--- src/hdl/assert_macros.svh ---
// Assertion macros used by the parser RTL.
`ifndef ASSERT_MACROS_SVH
`define ASSERT_MACROS_SVH

// Check a property at every rising edge outside reset.
`define ASSERT_ALWAYS(label, clk, rst_n, prop, msg) \
    label: assert property (@(posedge clk) disable iff (!rst_n) (prop)) \
        else $error(msg);

// Check that the antecedent is followed by the consequent in the next cycle.
`define ASSERT_NEXT(label, clk, rst_n, ante, cons, msg) \
    label: assert property (@(posedge clk) disable iff (!rst_n) (ante) |=> (cons)) \
        else $error(msg);

`endif

--- src/hdl/ccsp_pkg.sv ---
package ccsp_pkg;

    localparam int unsigned VALUE_MAX_DEF = 255;
    localparam int unsigned TIME_MAX_DEF  = 65535;

    localparam int NFIELDS  = 5;
    localparam int NCHAN    = 4;
    localparam int FIELD_W  = 3;
    localparam int DIGIT_W  = 4;
    localparam int CHAR_W   = 8;
    localparam int CHAN_OUT_W = 8;
    localparam int TIME_OUT_W = 16;
    localparam int CFG_IDX_W  = 3;

    // Field order: red, green, blue, white, fade time
    localparam logic [FIELD_W-1:0] FLD_RED   = 3'd0;
    localparam logic [FIELD_W-1:0] FLD_GREEN = 3'd1;
    localparam logic [FIELD_W-1:0] FLD_BLUE  = 3'd2;
    localparam logic [FIELD_W-1:0] FLD_WHITE = 3'd3;
    localparam logic [FIELD_W-1:0] FLD_TIME  = 3'd4;

    // Configuration register indexes
    localparam logic [CFG_IDX_W-1:0] REG_CODE_RED   = 3'd0;
    localparam logic [CFG_IDX_W-1:0] REG_CODE_GREEN = 3'd1;
    localparam logic [CFG_IDX_W-1:0] REG_CODE_BLUE  = 3'd2;
    localparam logic [CFG_IDX_W-1:0] REG_CODE_WHITE = 3'd3;
    localparam logic [CFG_IDX_W-1:0] REG_CODE_TIME  = 3'd4;

    localparam logic [CHAR_W-1:0] CODE_RED_RST   = 8'd114;
    localparam logic [CHAR_W-1:0] CODE_GREEN_RST = 8'd103;
    localparam logic [CHAR_W-1:0] CODE_BLUE_RST  = 8'd98;
    localparam logic [CHAR_W-1:0] CODE_WHITE_RST = 8'd119;
    localparam logic [CHAR_W-1:0] CODE_TIME_RST  = 8'd116;

    localparam logic [CHAR_W-1:0] CHAR_NUL  = 8'h00;
    localparam logic [CHAR_W-1:0] CHAR_ZERO = 8'h30;
    localparam logic [CHAR_W-1:0] CHAR_NINE = 8'h39;

    typedef enum logic [3:0] {
        PH_LETTER = 4'b0001,
        PH_FIRST  = 4'b0010,
        PH_DIGITS = 4'b0100,
        PH_FAIL   = 4'b1000
    } phase_t;

endpackage

--- src/hdl/ccsp_acc.sv ---
module ccsp_acc #(
    parameter int unsigned MAX = ccsp_pkg::VALUE_MAX_DEF
) (
    input  logic [$clog2(64'(MAX) + 64'd1)-1:0] acc_val,
    input  logic [ccsp_pkg::DIGIT_W-1:0]        digit,
    output logic [$clog2(64'(MAX) + 64'd1)-1:0] next_val,
    output logic                                fits
);

    localparam int W  = $clog2(64'(MAX) + 64'd1);
    localparam int PW = W + ccsp_pkg::DIGIT_W;

    logic [PW-1:0] prod;

    // acc*10 + digit as two shifts and two adds, then range check
    always_comb
    begin
        prod     = (PW'(acc_val) << 3) + (PW'(acc_val) << 1) + PW'(digit);
        fits     = (prod <= PW'(64'(MAX)));
        next_val = fits ? prod[W-1:0] : '0;
    end

endmodule

--- src/hdl/color_command_string_parser.sv ---
// A zero character in the input register loads its record into the result register, which drives out_valid.
// Throughput: one character per cycle, but a zero character waits while the result slot is
// full and not taken; combinational accumulate logic sits between input register and parse state.
// Reset (rst_n low, asynchronous): parse state clears, field codes return to their
// defaults, input and output registers empty.
module color_command_string_parser #(
    parameter int unsigned VALUE_MAX = ccsp_pkg::VALUE_MAX_DEF,
    parameter int unsigned TIME_MAX  = ccsp_pkg::TIME_MAX_DEF
) (
    input  logic                              clk,
    input  logic                              rst_n,
    // character requests
    input  logic                              in_valid,
    output logic                              in_ready,
    input  logic [ccsp_pkg::CHAR_W-1:0]       char_in,
    // result requests
    output logic                              out_valid,
    input  logic                              out_ready,
    output logic                              ok,
    output logic [ccsp_pkg::CHAN_OUT_W-1:0]   red,
    output logic [ccsp_pkg::CHAN_OUT_W-1:0]   green,
    output logic [ccsp_pkg::CHAN_OUT_W-1:0]   blue,
    output logic [ccsp_pkg::CHAN_OUT_W-1:0]   white,
    output logic [ccsp_pkg::TIME_OUT_W-1:0]   fade_time,
    // configuration write requests
    input  logic                              cfg_valid,
    output logic                              cfg_ready,
    input  logic [ccsp_pkg::CFG_IDX_W-1:0]    cfg_index,
    input  logic [ccsp_pkg::CHAR_W-1:0]       cfg_data
);

`include "assert_macros.svh"

    localparam int VAL_W  = $clog2(64'(VALUE_MAX) + 64'd1);
    localparam int TIME_W = $clog2(64'(TIME_MAX) + 64'd1);

    // ------------------------------------------------------------------
    // Field code registers
    // ------------------------------------------------------------------
    logic [ccsp_pkg::CHAR_W-1:0] code_reg [ccsp_pkg::NFIELDS];

    assign cfg_ready = 1'b1;

    always_ff @(posedge clk or negedge rst_n)
    begin
        if (!rst_n)
        begin
            code_reg[0] <= ccsp_pkg::CODE_RED_RST;
            code_reg[1] <= ccsp_pkg::CODE_GREEN_RST;
            code_reg[2] <= ccsp_pkg::CODE_BLUE_RST;
            code_reg[3] <= ccsp_pkg::CODE_WHITE_RST;
            code_reg[4] <= ccsp_pkg::CODE_TIME_RST;
        end
        else if (cfg_valid && cfg_ready)
        begin
            // Writes beyond the register list drop silently
            case (cfg_index)
                ccsp_pkg::REG_CODE_RED:   code_reg[0] <= cfg_data;
                ccsp_pkg::REG_CODE_GREEN: code_reg[1] <= cfg_data;
                ccsp_pkg::REG_CODE_BLUE:  code_reg[2] <= cfg_data;
                ccsp_pkg::REG_CODE_WHITE: code_reg[3] <= cfg_data;
                ccsp_pkg::REG_CODE_TIME:  code_reg[4] <= cfg_data;
                default: ;
            endcase
        end
    end

    // ------------------------------------------------------------------
    // Input register: holds one character for the parse stage
    // ------------------------------------------------------------------
    logic                        in_valid_reg;
    logic [ccsp_pkg::CHAR_W-1:0] char_reg;
    logic                        is_nul;
    logic                        advance;
    logic                        step;
    logic                        out_valid_reg;

    assign is_nul = (char_reg == ccsp_pkg::CHAR_NUL);
    // A zero character needs a free result slot; anything else always moves on
    assign advance  = !(is_nul && out_valid_reg && !out_ready);
    assign step     = in_valid_reg && advance;
    assign in_ready = !in_valid_reg || advance;

    always_ff @(posedge clk or negedge rst_n)
    begin
        if (!rst_n)
        begin
            in_valid_reg <= 1'b0;
        end
        else if (in_ready)
        begin
            in_valid_reg <= in_valid;
        end
    end

    always_ff @(posedge clk)
    begin
        if (in_valid && in_ready)
        begin
            char_reg <= char_in;
        end
    end

    // ------------------------------------------------------------------
    // Parse state
    // ------------------------------------------------------------------
    ccsp_pkg::phase_t               phase_reg, phase_next;
    logic [ccsp_pkg::FIELD_W-1:0]   field_reg, field_next;
    logic [VAL_W-1:0]               chan_acc_reg [ccsp_pkg::NCHAN];
    logic [VAL_W-1:0]               chan_acc_next [ccsp_pkg::NCHAN];
    logic [TIME_W-1:0]              time_acc_reg, time_acc_next;

    // One accumulate lane per field; only the current field's result is used
    logic [VAL_W-1:0]               chan_step [ccsp_pkg::NCHAN];
    logic [TIME_W-1:0]              time_step;
    logic [ccsp_pkg::NFIELDS-1:0]   fits_vec;
    logic [ccsp_pkg::DIGIT_W-1:0]   digit;
    logic                           is_digit;

    // '0'..'9' carry their value in the low nibble
    assign digit = char_reg[ccsp_pkg::DIGIT_W-1:0];

    for (genvar i = 0; i < ccsp_pkg::NCHAN; i++)
    begin : g_chan
        ccsp_acc #(
            .MAX (VALUE_MAX)
        ) u_acc (
            .acc_val  (chan_acc_reg[i]),
            .digit    (digit),
            .next_val (chan_step[i]),
            .fits     (fits_vec[i])
        );
    end

    ccsp_acc #(
        .MAX (TIME_MAX)
    ) u_time_acc (
        .acc_val  (time_acc_reg),
        .digit    (digit),
        .next_val (time_step),
        .fits     (fits_vec[ccsp_pkg::NFIELDS-1])
    );

    // Letter match: scan from the last field down so the first match wins
    logic                         hit_any;
    logic [ccsp_pkg::FIELD_W-1:0] hit_idx;
    logic                         take_letter;
    logic                         take_digit;

    always_comb
    begin
        hit_any = 1'b0;
        hit_idx = '0;
        for (int i = ccsp_pkg::NFIELDS - 1; i >= 0; i--)
        begin
            if (code_reg[i] == char_reg)
            begin
                hit_any = 1'b1;
                hit_idx = ccsp_pkg::FIELD_W'(i);
            end
        end
    end

    always_comb
    begin
        is_digit = char_reg inside {[ccsp_pkg::CHAR_ZERO:ccsp_pkg::CHAR_NINE]};

        phase_next    = phase_reg;
        field_next    = field_reg;
        chan_acc_next = chan_acc_reg;
        time_acc_next = time_acc_reg;
        take_letter   = 1'b0;
        take_digit    = 1'b0;

        if (step && !is_nul)
        begin
            case (phase_reg)
                ccsp_pkg::PH_LETTER:
                begin
                    take_letter = 1'b1;
                end
                ccsp_pkg::PH_FIRST:
                begin
                    if (is_digit)
                    begin
                        take_digit = 1'b1;
                    end
                    else
                    begin
                        phase_next = ccsp_pkg::PH_FAIL;
                    end
                end
                ccsp_pkg::PH_DIGITS:
                begin
                    // A digit extends the value; anything else opens the next field
                    take_digit  = is_digit;
                    take_letter = !is_digit;
                end
                default: ; // failed: ignore everything up to the zero byte
            endcase
        end

        if (take_letter)
        begin
            if (hit_any)
            begin
                field_next = hit_idx;
                phase_next = ccsp_pkg::PH_FIRST;
                for (int i = 0; i < ccsp_pkg::NCHAN; i++)
                begin
                    if (hit_idx == ccsp_pkg::FIELD_W'(i))
                    begin
                        chan_acc_next[i] = '0;
                    end
                end
                if (hit_idx == ccsp_pkg::FLD_TIME)
                begin
                    time_acc_next = '0;
                end
            end
            else
            begin
                phase_next = ccsp_pkg::PH_FAIL;
            end
        end

        if (take_digit)
        begin
            // On overflow the lane already yields zero
            phase_next = fits_vec[field_reg] ? ccsp_pkg::PH_DIGITS : ccsp_pkg::PH_FAIL;
            for (int i = 0; i < ccsp_pkg::NCHAN; i++)
            begin
                if (field_reg == ccsp_pkg::FIELD_W'(i))
                begin
                    chan_acc_next[i] = chan_step[i];
                end
            end
            if (field_reg == ccsp_pkg::FLD_TIME)
            begin
                time_acc_next = time_step;
            end
        end

        // End of message: clear everything for the next one
        if (step && is_nul)
        begin
            phase_next    = ccsp_pkg::PH_LETTER;
            field_next    = ccsp_pkg::FLD_RED;
            time_acc_next = '0;
            for (int i = 0; i < ccsp_pkg::NCHAN; i++)
            begin
                chan_acc_next[i] = '0;
            end
        end
    end

    always_ff @(posedge clk or negedge rst_n)
    begin
        if (!rst_n)
        begin
            phase_reg    <= ccsp_pkg::PH_LETTER;
            field_reg    <= ccsp_pkg::FLD_RED;
            time_acc_reg <= '0;
            for (int i = 0; i < ccsp_pkg::NCHAN; i++)
            begin
                chan_acc_reg[i] <= '0;
            end
        end
        else
        begin
            phase_reg    <= phase_next;
            field_reg    <= field_next;
            time_acc_reg <= time_acc_next;
            chan_acc_reg <= chan_acc_next;
        end
    end

    // ------------------------------------------------------------------
    // Result register
    // ------------------------------------------------------------------
    logic                               out_valid_next;
    logic                               ok_reg;
    logic [ccsp_pkg::CHAN_OUT_W-1:0]    red_reg, green_reg, blue_reg, white_reg;
    logic [ccsp_pkg::TIME_OUT_W-1:0]    fade_time_reg;
    logic                               load_result;

    assign load_result = step && is_nul;

    always_comb
    begin
        out_valid_next = out_valid_reg;
        if (load_result)
        begin
            out_valid_next = 1'b1;
        end
        else if (out_ready)
        begin
            out_valid_next = 1'b0;
        end
    end

    always_ff @(posedge clk or negedge rst_n)
    begin
        if (!rst_n)
        begin
            out_valid_reg <= 1'b0;
        end
        else
        begin
            out_valid_reg <= out_valid_next;
        end
    end

    // Outputs carry the low bits of each accumulator
    always_ff @(posedge clk)
    begin
        if (load_result)
        begin
            ok_reg        <= (phase_reg == ccsp_pkg::PH_LETTER) ||
                             (phase_reg == ccsp_pkg::PH_DIGITS);
            red_reg       <= ccsp_pkg::CHAN_OUT_W'(chan_acc_reg[0]);
            green_reg     <= ccsp_pkg::CHAN_OUT_W'(chan_acc_reg[1]);
            blue_reg      <= ccsp_pkg::CHAN_OUT_W'(chan_acc_reg[2]);
            white_reg     <= ccsp_pkg::CHAN_OUT_W'(chan_acc_reg[3]);
            fade_time_reg <= ccsp_pkg::TIME_OUT_W'(time_acc_reg);
        end
    end

    assign out_valid = out_valid_reg;
    assign ok        = ok_reg;
    assign red       = red_reg;
    assign green     = green_reg;
    assign blue      = blue_reg;
    assign white     = white_reg;
    assign fade_time = fade_time_reg;

    // ------------------------------------------------------------------
    // Assertions
    // ------------------------------------------------------------------
    `ASSERT_NEXT(a_clear_after_nul, clk, rst_n, load_result,
        (phase_reg == ccsp_pkg::PH_LETTER) && (time_acc_reg == '0) && (field_reg == '0),
        "parse state not cleared after end of message")

    `ASSERT_NEXT(a_fail_gives_not_ok, clk, rst_n,
        load_result && ((phase_reg == ccsp_pkg::PH_FIRST) || (phase_reg == ccsp_pkg::PH_FAIL)),
        out_valid_reg && !ok_reg,
        "failed parse produced an ok record")

    `ASSERT_NEXT(a_drain_result, clk, rst_n,
        out_valid_reg && out_ready && !load_result, !out_valid_reg,
        "taken result still shown")

    `ASSERT_NEXT(a_hold_stalled_nul, clk, rst_n,
        in_valid_reg && is_nul && out_valid_reg && !out_ready,
        in_valid_reg && out_valid_reg && $stable(char_reg),
        "stalled end of message lost")

    `ASSERT_ALWAYS(a_time_in_range, clk, rst_n,
        64'(time_acc_reg) <= 64'(TIME_MAX),
        "fade time accumulator above its maximum")

endmodule
--- config.mk ---
export PLATFORM = sky130hd
export DESIGN_NAME = color_command_string_parser
export DESIGN_NICKNAME = d
export VERILOG_FILES = /design/src/hdl/ccsp_pkg.sv /design/src/hdl/ccsp_acc.sv /design/src/hdl/color_command_string_parser.sv
export VERILOG_INCLUDE_DIRS = /design/src /design/src/hdl
export SDC_FILE = /design/constraint.sdc
export NUM_CORES = 1
export LEC_CHECK = 0
export BUFFER_PORTS_ARGS = -buffer_cell sky130_fd_sc_hd__buf_4
export CORE_MARGIN = 2
export CORE_UTILIZATION = 36
export DETAILED_ROUTE_END_ITERATION = 10
export GPL_ROUTABILITY_DRIVEN = 0
export HOLD_SLACK_MARGIN = 0.02
export PLACE_DENSITY = 0.51
export SLEW_MARGIN = 20
export SYNTH_ARGS = -nofsm -noshare
export SYNTH_HDL_FRONTEND = slang
export SYNTH_SLANG_ARGS = --single-unit
--- constraint.sdc ---
create_clock -name clk -period 4 [get_ports clk]
set_input_delay 0.4 -clock clk [delete_from_list [all_inputs] [get_ports clk]]
set_output_delay 0.4 -clock clk [all_outputs]
set_load 0.03 [all_outputs]
==> results of run 1 <==
[per-layer routing]
metal / global-route usage / share of wire
met4: 0.04545 / 0.013
met1: 0.2413 / 0.52
met5: 0 / 0
met2: 0.2580 / 0.44
met3: 0.02498 / 0.029
[critical path: cells and delay by family, from the launching register on]
| kind | cells | cell delay [ps] |
|---|---|---|
| compound gates | 5 | 1160 |
| buf+inv | 3 | 360 |
| simple gates | 2 | 720 |
| flops | 1 | 400 |
| fa+ha+maj | 2 | 950 |
[timing repair]
action | 4_1_cts | 5_1_grt
hold endpoints to repair | 17 | 0
buffers inserted | 0 | 0
hold buffers | 1 | 0
[cell usage after synthesis, types with 18 or more instances]
| library cell | number | area [µm²] |
|---|---|---|
| nand2_1 | 44 | 165.2 |
| dfrtp_1 | 74 | 1852 |
| inv_1 | 35 | 131.4 |
| nand4_1 | 18 | 112.6 |
| edfxtp_1 | 57 | 1712 |
| mux2_2 | 42 | 473.0 |
| xnor2_1 | 33 | 289.0 |
| a21oi_1 | 55 | 275.3 |
| a22oi_1 | 34 | 255.2 |
| dfstp_2 | 23 | 604.3 |
| o21ai_0 | 20 | 100.1 |
| nor2_1 | 63 | 236.5 |
| xor2_1 | 33 | 289.0 |
| ha_1 | 91 | 1139 |
[power by group through the flow]
stage          Clock [mW]  Combinational, mW  Sequential (mW)
2_1_floorplan           0              0.275             1.88
3_3_place_gp            0              0.364             1.91
3_5_place_dp            0              0.367             1.91
4_1_cts              1.89              0.370             1.88
5_1_grt              1.94              0.410             1.90
6_report             1.84              0.363             1.88
[worst max path at each step]
stage                         startpoint                    endpoint  slack (ps)  cells past startpoint
2_1_floorplan      char_reg[3]$_DFFE_PP_  time_acc_reg[13]$_DFF_PN0_         200                     13
3_3_place_gp   time_acc_reg[0]$_DFF_PN0_    phase_reg[3]$_DFFE_PN0P_         460                     12
3_5_place_dp   time_acc_reg[0]$_DFF_PN0_  time_acc_reg[13]$_DFF_PN0_         360                     12
4_1_cts        time_acc_reg[0]$_DFF_PN0_  time_acc_reg[13]$_DFF_PN0_         330                     12
5_1_grt            char_reg[3]$_DFFE_PP_  time_acc_reg[13]$_DFF_PN0_          70                     12
6_report       time_acc_reg[0]$_DFF_PN0_  time_acc_reg[13]$_DFF_PN0_         320                     12
[metrics by stage]
| step | setup WS, ps | hold slack (ps) | instances | total power, mW |
|---|---|---|---|---|
| floorplan | 203.6 | 104.4 | 838 | 2.157 |
| global placement | 464.5 | 348.8 | 1240 | 2.275 |
| detailed placement | 359.0 | 346.1 | 1240 | 2.280 |
| CTS | 333.2 | 130.8 | 1273 | 4.138 |
| global route | 73.22 | 128.3 | 1273 | 4.252 |
| finish | 321.2 | 148.5 | 1273 | 4.081 |
[cell type report]
cell class | instances | area share
timing repair buffer | 95 | 0.06698
tap | 330 | 0.03733
multi-input combinational | 627 | 0.4465
sequential | 154 | 0.3769
inverter | 35 | 0.01188
clock inverter | 12 | 0.01912
clock buffer | 20 | 0.04129
[cells by family (layout without fill, tap and decap cells)]
logic type / count (synthesis) / after routing / share of synthesized area
compound gates: 195 / 195 / 0.1440
xor+xnor: 66 / 66 / 0.06189
fa+ha+maj: 101 / 101 / 0.1433
buf+inv: 57 / 162 / 0.02652
flops: 154 / 154 / 0.4462
mux: 45 / 45 / 0.05385
other cells: 1 / 1 / 0.0004015
simple gates: 219 / 219 / 0.1238
==> results.txt, run 1 <==
Final Hold Viols: 0
DRT Pass-1 Iters: 5
Critical R2R Capture: time_acc_reg[13]$_DFF_PN0_
Critical Path Start Type: flip-flop
max reg flops: 40
CP endpoint kind: flip-flop
WP data required: 4350 ps
clock tree buffer depth: 2
worst skew pair latency: 430 ps
Cells after Synth: 838
ANT nets after route: 0
I/O Pins: 76
Post-DP Area: 10,380 µm²
Slew Limit Headroom: 0.2868
register-to-register setup slack: 320 ps
sequential cell fraction of total power: 0.461
detailed-route via count: 6,739
clock sink count: 154
FF/Latch Area: 4168 µm²
hold_sp: char_in[4]
DIE WIDTH: 165.1 µm
CP max stage cell: fa_1
# rows: 58
minimum clock period: 3679 ps
syn_area_per_cell: 11.15 µm²
Least-Margin Pin Slew: 1067 ps
Die H: 165.1 µm
Setup TNS: 0 ps
power share of the clock group: 0.450
Fill cells: 2,421
pin count of the biggest net entering global routing: 49
layout cells sized above 1: 0.2227
Via density: 5.294
vias in the first global route: 6,758
Layout Skew: 10.09 ps
Synth Flop Type: dfrtp_1
total gr overflow: 0
Hold Path Class: in2reg
Final nets: 1,055
number of synthesized flops with an enable pin: 57
cts repair resizes: 0
setup violators final: 0
Global Route Usage Sum: 0.1661
Syn Nets: 963
synth-to-layout area growth: 18.41%
finished layout cell area: 11,060 µm²
Hold EP: char_reg[4]$_DFFE_PP_
number of port buffers: 74
leakage dissipation: 5.042 nW
Peak VDD IR: 231.6 µV
TritonCTS clock tree: yes
internal power: 3.129 mW
Netlist cell types: 74
r2r worst-path depth: 12
Max Fanout on Critical Path: 9
H-tree depth: 4
clock transition at the registers of the reported paths: 60 ps
DIE AREA: 27,250 µm²
Cell Area, Synth: 9340 µm²
logic gate share of total power: 0.089
Yosys reg bits: 154
most frequent cells in the layout: buf_4, ha_1, dfrtp_1
initial antenna violation count: 0
1st-iter DRT viols: 451
multi-input logic area: 4938 µm²
FFs w/ async S/R, synth: 0.6299
final core utilization: 0.4367
run status: completed
CTS Root Cell: clkbuf_16
DRC: 0
power density cells: 369.0 nW/µm²
CTS buffer count: 17
cell depth of the worst min-delay path: 1
first-pass GRT wire length: 35,650 µm
worst path arrival time: 4020 ps
Syn. warnings: 0
MaxCap Viol Count: 0
CP peak stage delay: 500 ps
Crit Path Category: reg2reg
RSZ-0062 raised after global routing: false
final wirelength: 21,270 µm
Routed wire per std cell: 16.71 µm
area of the core: 25,330 µm²
worst-path cell chain: inv_1, fa_1, inv_1, fa_1, a21o_1, a221oi_2, and3b_1, or4_4, a211oi_4, buf_4, o2111ai_1, a21oi_1
most common cell after layout, fill and taps aside: buf_4
n_diodes: 0
P_sw: 0.9523 mW
switching share of power: 0.2333
Max Freq: 0.2718 GHz
sequential share of the synthesized area: 0.4462
Final Max Tran Viols: 0
Starting Density: 0.3688
final worst-path cycle share: 0.9197
Reg2Reg Launch Point: time_acc_reg[0]$_DFF_PN0_
Final HPWL DP: 15,350 µm
(Power assumes the default switching activity.)
==> inputs of run 2 (changes only) <==
BUFFER_PORTS_ARGS = unset   (was -buffer_cell sky130_fd_sc_hd__buf_4)
DONT_BUFFER_PORTS = 1   (was unset)
PLACE_DENSITY = 0.49   (was 0.51)
==> run 2 against run 1 <==
  * Register-to-register slack about the same
  * Clock power down 15%
  * Sequential share of layout area up 2.3 points
  * Global-route usage up 0.34 points
==> results.txt, run 2 (synthesis results as in run 1) <==
Final nets: 980
Critical Path Start Type: flip-flop
finished layout cell area: 10,430 µm²
synth-to-layout area growth: 11.69%
MaxCap Viol Count: 0
CP endpoint kind: flip-flop
leakage dissipation: 4.662 nW
minimum clock period: 3670 ps
cell depth of the worst min-delay path: 0
Met1 Wirelength: 10,910 µm
WP data required: 4350 ps
switching share of power: 0.2434
logic gate share of total power: 0.090
vias in the first global route: 6,449
Die H: 165.1 µm
pre-CTS setup slack: 365.6 ps
worst skew pair latency: 430 ps
P_sw: 0.9240 mW
Pwr Total: 3.797 mW
Post-DP Area: 9823 µm²
clock transition at the registers of the reported paths: 70 ps
power share of the clock group: 0.414
Via density: 5.374
detailed-route via count: 6,438
internal power: 2.873 mW
highest metal used: met4
most frequent cells in the layout: ha_1, dfrtp_1, nor2_1
number of port buffers: 0
Global Route Usage Sum: 0.1694
max reg flops: 40
run status: completed
most common cell after layout, fill and taps aside: ha_1
Reg2Reg Launch Point: char_reg[3]$_DFFE_PP_
I/O Pins: 76
CTS buffer count: 17
r2r worst-path depth: 12
met3 WL: 793 µm
Layout Skew: 11.51 ps
RSZ-0062 raised after global routing: false
CTS Root Cell: clkbuf_16
clock sink count: 154
first-pass GRT wire length: 35,590 µm
total gr overflow: 0
# rows: 58
sequential cell fraction of total power: 0.496
Max Freq: 0.2725 GHz
layout cells sized above 1: 0.1544
hold_sp: char_in[6]
Critical R2R Capture: time_acc_reg[11]$_DFF_PN0_
n_diodes: 0
worst path arrival time: 4020 ps
Setup WS post-layout: 329.9 ps
H-tree depth: 4
DIE AREA: 27,250 µm²
register-to-register setup slack: 330 ps
Setup TNS: 0 ps
final worst-path cycle share: 0.9175
setup violators final: 0
Slew Limit Headroom: 0.3131
area of the core: 25,330 µm²
TritonCTS clock tree: yes
Peak VDD IR: 219.5 µV
Final Max Tran Viols: 0
ANT nets after route: 0
DRC: 0
Fill cells: 2,417
clock tree buffer depth: 2
Starting Density: 0.3688
DIE WIDTH: 165.1 µm
final wirelength: 21,670 µm
final core utilization: 0.4119
pin count of the biggest net entering global routing: 98
Final HPWL DP: 15,390 µm
Max Fanout on Critical Path: 10
Setup Buffers After CTS: 0
1st-iter DRT viols: 395
initial antenna violation count: 0
Crit Path Category: reg2reg
Hold EP: char_reg[6]$_DFFE_PP_
Final Hold Viols: 0
Routed wire per std cell: 18.09 µm
Least-Margin Pin Slew: 1028 ps
Hold Path Class: in2reg
DRT Pass-1 Iters: 7
met2 wire length: 9665 µm
power density cells: 364.0 nW/µm²
[run 2: how the worst max path moves through the flow]
stage / startpoint / end / slack (ps) / depth (start not counted)
final: char_reg[3]$_DFFE_PP_ / time_acc_reg[11]$_DFF_PN0_ / 330 / 12
after floorplan: char_reg[3]$_DFFE_PP_ / time_acc_reg[13]$_DFF_PN0_ / 200 / 13
after global placement: time_acc_reg[0]$_DFF_PN0_ / phase_reg[3]$_DFFE_PN0P_ / 440 / 12
after global routing: time_acc_reg[0]$_DFF_PN0_ / time_acc_reg[10]$_DFF_PN0_ / 110 / 12
after CTS: time_acc_reg[0]$_DFF_PN0_ / time_acc_reg[11]$_DFF_PN0_ / 330 / 12
after detailed placement: time_acc_reg[0]$_DFF_PN0_ / phase_reg[3]$_DFFE_PN0P_ / 370 / 12
[run 2: layer usage]
layer,vias to the layer above,GRT usage
met5,-,0
met4,0,0.04901
li1,3174,-
met1,3126,0.2439
met3,17,0.03297
met2,121,0.2585
[run 2: through the flow]
| step | hold slack (ps) | cells |
|---|---|---|
| 2_1_floorplan | 104.4 | 838 |
| 3_3_place_gp | 108.8 | 1164 |
| 3_5_place_dp | 109.2 | 1164 |
| 4_1_cts | 41.87 | 1198 |
| 5_1_grt | 38.63 | 1198 |
| 6_report | 62.24 | 1198 |
[run 2: timing repair]
item | CTS | global route
endpoints found under the hold margin | 97 | 0
hold buffers | 2 | 0
resized for setup | 0 | 0
[run 2: power groups by stage]
stage          Clock, mW  Sequential, mW  Combinational (mW)
5_1_grt             1.68            1.90               0.385
2_1_floorplan          0            1.88               0.275
6_report            1.57            1.88               0.342
3_5_place_dp           0            1.91               0.321
3_3_place_gp           0            1.91               0.316
4_1_cts             1.62            1.88               0.348
[run 2: critical path, cell delays in order, from the launching register on]
cell      delay, ps
edfxtp_1        360
inv_1            80
fa_1            530
inv_1            70
fa_1            460
a21o_1          230
a221oi_2        330
and3b_1         240
or4_4           500
a211oi_4        260
buf_4           230
nand4_1         120
a21oi_1         180
[run 2: final cells by class]
cell class              count  area [µm²]  area share
multi-input cells         627        4951      0.4746
repair buffers             20       197.7     0.01895
clock inverters             8       56.30    0.005397
clock buffers              24       515.5     0.04941
well taps                 330       412.9     0.03958
flip-flops and latches    154        4168      0.3995
inverters                  35       131.4     0.01259
==> inputs of run 3 (changes only) <==
ABC_AREA = 1   (was unset)
==> run 3 against run 2 <==
  * Worst setup slack improved by 160 ps
  * Combinational power increased to 6.7 times the previous value
  * Via count increased by 22%
  * Maximum frequency increased by 4.5%
  * Die area increased by 7.9%
  * Critical path type unchanged
  * Register-to-register slack improved by 160 ps
  * Area after synthesis increased by 8.1%
==> results.txt, run 3 <==
Synth Flop Type: dfrtp_1
Max Freq: 0.2847 GHz
Crit Path Category: reg2reg
Routed wire per std cell: 14.79 µm
Via density: 4.830
pin count of the biggest net entering global routing: 98
Crit path top cell by count: nand2_1
most frequent cells in the layout: nand2_1, inv_1, nand3_1
Syn. warnings: 0
final worst-path cycle share: 0.8781
most numerous cell in the Yosys netlist: nand2_1
CP Launch Point: char_reg[3]$_DFFE_PP_
Least-Margin Pin Slew: 722.3 ps
number of synthesized flops with an enable pin: 57
initial antenna violation count: 0
DRC: 0
Final HPWL DP: 17,600 µm
Critical Path Start Type: flip-flop
Final Max Tran Viols: 0
first-pass GRT wire length: 39,840 µm
Final nets: 1,364
DRT Pass-1 Iters: 5
clock transition at the registers of the reported paths: 70 ps
Synth top area share: 0.1834
CP delay by family, top: adder cells
register-to-register setup slack: 490 ps
Final Hold Viols: 0
Yosys reg bits: 154
MaxCap Viol Count: 0
most common cell after layout, fill and taps aside: nand2_1
number of port buffers: 0
total gr overflow: 0
ANT nets after route: 0
Peak VDD IR: 239.4 µV
RSZ-0062 raised after global routing: false
Syn Nets: 1,360
Hold Path Class: in2reg
Starting Density: 0.3644
I/O Pins: 76
clock tree buffer depth: 2
WP buf/inv: 3
CP peak stage delay: 580 ps
sequential share of the synthesized area: 0.4128
CP endpoint kind: flip-flop
layout cells sized above 1: 0.08546
Setup Buffers After CTS: 0
worst-path cell chain: inv_2, fa_1, inv_1, fa_1, nand2_1, nand3_1, nand3_1, nand2_1, nand3b_1, nand2_1, nand2_1, nand2_1, nand2_1, clkinv_1, nand2_1, o2111ai_1
WP data required: 4300 ps
Synth top cells by count: nand2_1, inv_1, nand3_1
n_diodes: 0
leakage dissipation: 5.365 nW
area of the core: 27,710 µm²
worst path arrival time: 3820 ps
Global Route Usage Sum: 0.1741
final wirelength: 24,110 µm
Die H: 171.5 µm
CP max stage cell: fa_1
DIE AREA: 29,400 µm²
Setup TNS: 0 ps
hold_sp: char_in[0]
run status: completed
H-tree depth: 4
Pwr Total: 6.059 mW
Max Fanout on Critical Path: 17
cts repair resizes: 0
Reg2Reg Launch Point: char_reg[3]$_DFFE_PP_
DIE WIDTH: 171.5 µm
# rows: 61
syn_area_per_cell: 8.176 µm²
synth top area cells: dfrtp_1, edfxtp_1, nand2_1
post-synth top area cell: dfrtp_1
1st-iter DRT viols: 456
Layout Skew: 12.69 ps
Post-DP Area: 10,470 µm²
detailed-route via count: 7,873
worst skew pair latency: 440 ps
finished layout cell area: 11,160 µm²
TritonCTS clock tree: yes
synth-to-layout area growth: 10.48%
CTS buffer count: 17
power density cells: 543.2 nW/µm²
vias in the first global route: 7,597
Cell Area, Synth: 10,100 µm²
FFs w/ async S/R, synth: 0.6299
setup violators final: 0
minimum clock period: 3512 ps
CTS Root Cell: clkbuf_16
Netlist cell types: 44
clock sink count: 154
Slew Limit Headroom: 0.5171
max reg flops: 40
Cells after Synth: 1,235
-- run 3: final timing paths --
check | depth (start not counted) | to
worst max-delay path | 16 | phase_reg[2]$_DFFE_PN0P_
worst min-delay path | 0 | char_reg[0]$_DFFE_PP_
worst max register to register | 16 | phase_reg[2]$_DFFE_PN0P_
worst min register to register | 2 | code_reg[24]$_DFFE_PN1P_
max in group asynchronous | 2 | phase_reg[0]$_DFFE_PN1P_
min in group asynchronous | 2 | code_reg[28]$_DFFE_PN0P_
-- run 3: report_power, final --
group | internal (mW) | leakage, nW | switching [mW]
registers | 1.83 | 1.51 | 0.172
logic | 0.876 | 3.54 | 1.41
clock network | 1.08 | 0.315 | 0.690
total | 3.79 | 5.37 | 2.27
-- run 3: cell families after synthesis --
kind of cell,share of synthesized area
XOR/XNOR,0.03556
other,0.0003714
AND/OR/NAND/NOR,0.2725
flip-flops,0.4128
buffers and inverters,0.07150
adder cells (fa/ha/maj),0.1326
AO/OA/AOI/OAI,0.07472
-- run 3: layout make-up --
| type | instances | area, µm² |
|---|---|---|
| tap | 378 | 473.0 |
| inverter | 152 | 574.3 |
| timing repair buffer | 7 | 87.58 |
| fill | 2818 | 16550 |
| sequential | 154 | 4168 |
| clock buffer | 21 | 493.0 |
| multi-input combinational | 907 | 5207 |
| clock inverter | 11 | 152.6 |
-- run 3: timing repair --
| action | 4_1_cts | 5_1_grt |
|---|---|---|
| endpoints found under the setup margin | 0 | 0 |
| hold buffers | 2 | 0 |
| endpoints found under the hold margin | 97 | 0 |
-- run 3: routing by layer --
| metal | vias to the layer above | global-route usage | part of all wire |
|---|---|---|---|
| li1 | 4062 | - | - |
| met1 | 3656 | 0.2443 | 0.49 |
| met2 | 141 | 0.2740 | 0.46 |
| met3 | 14 | 0.03566 | 0.036 |
| met4 | 0 | 0.04422 | 0.011 |
| met5 | - | 0 | 0 |
-- run 3: metrics by stage --
stage,setup slack [ps],cells,utilization,hold WS (ps)
2_1_floorplan,711.4,1235,-,104.4
3_3_place_gp,568.0,1596,0.3780,109.6
3_5_place_dp,471.7,1596,0.3780,108.2
4_1_cts,461.9,1630,0.4027,30.81
5_1_grt,107.9,1630,0.4027,25.38
6_report,487.8,1630,0.4027,50.28
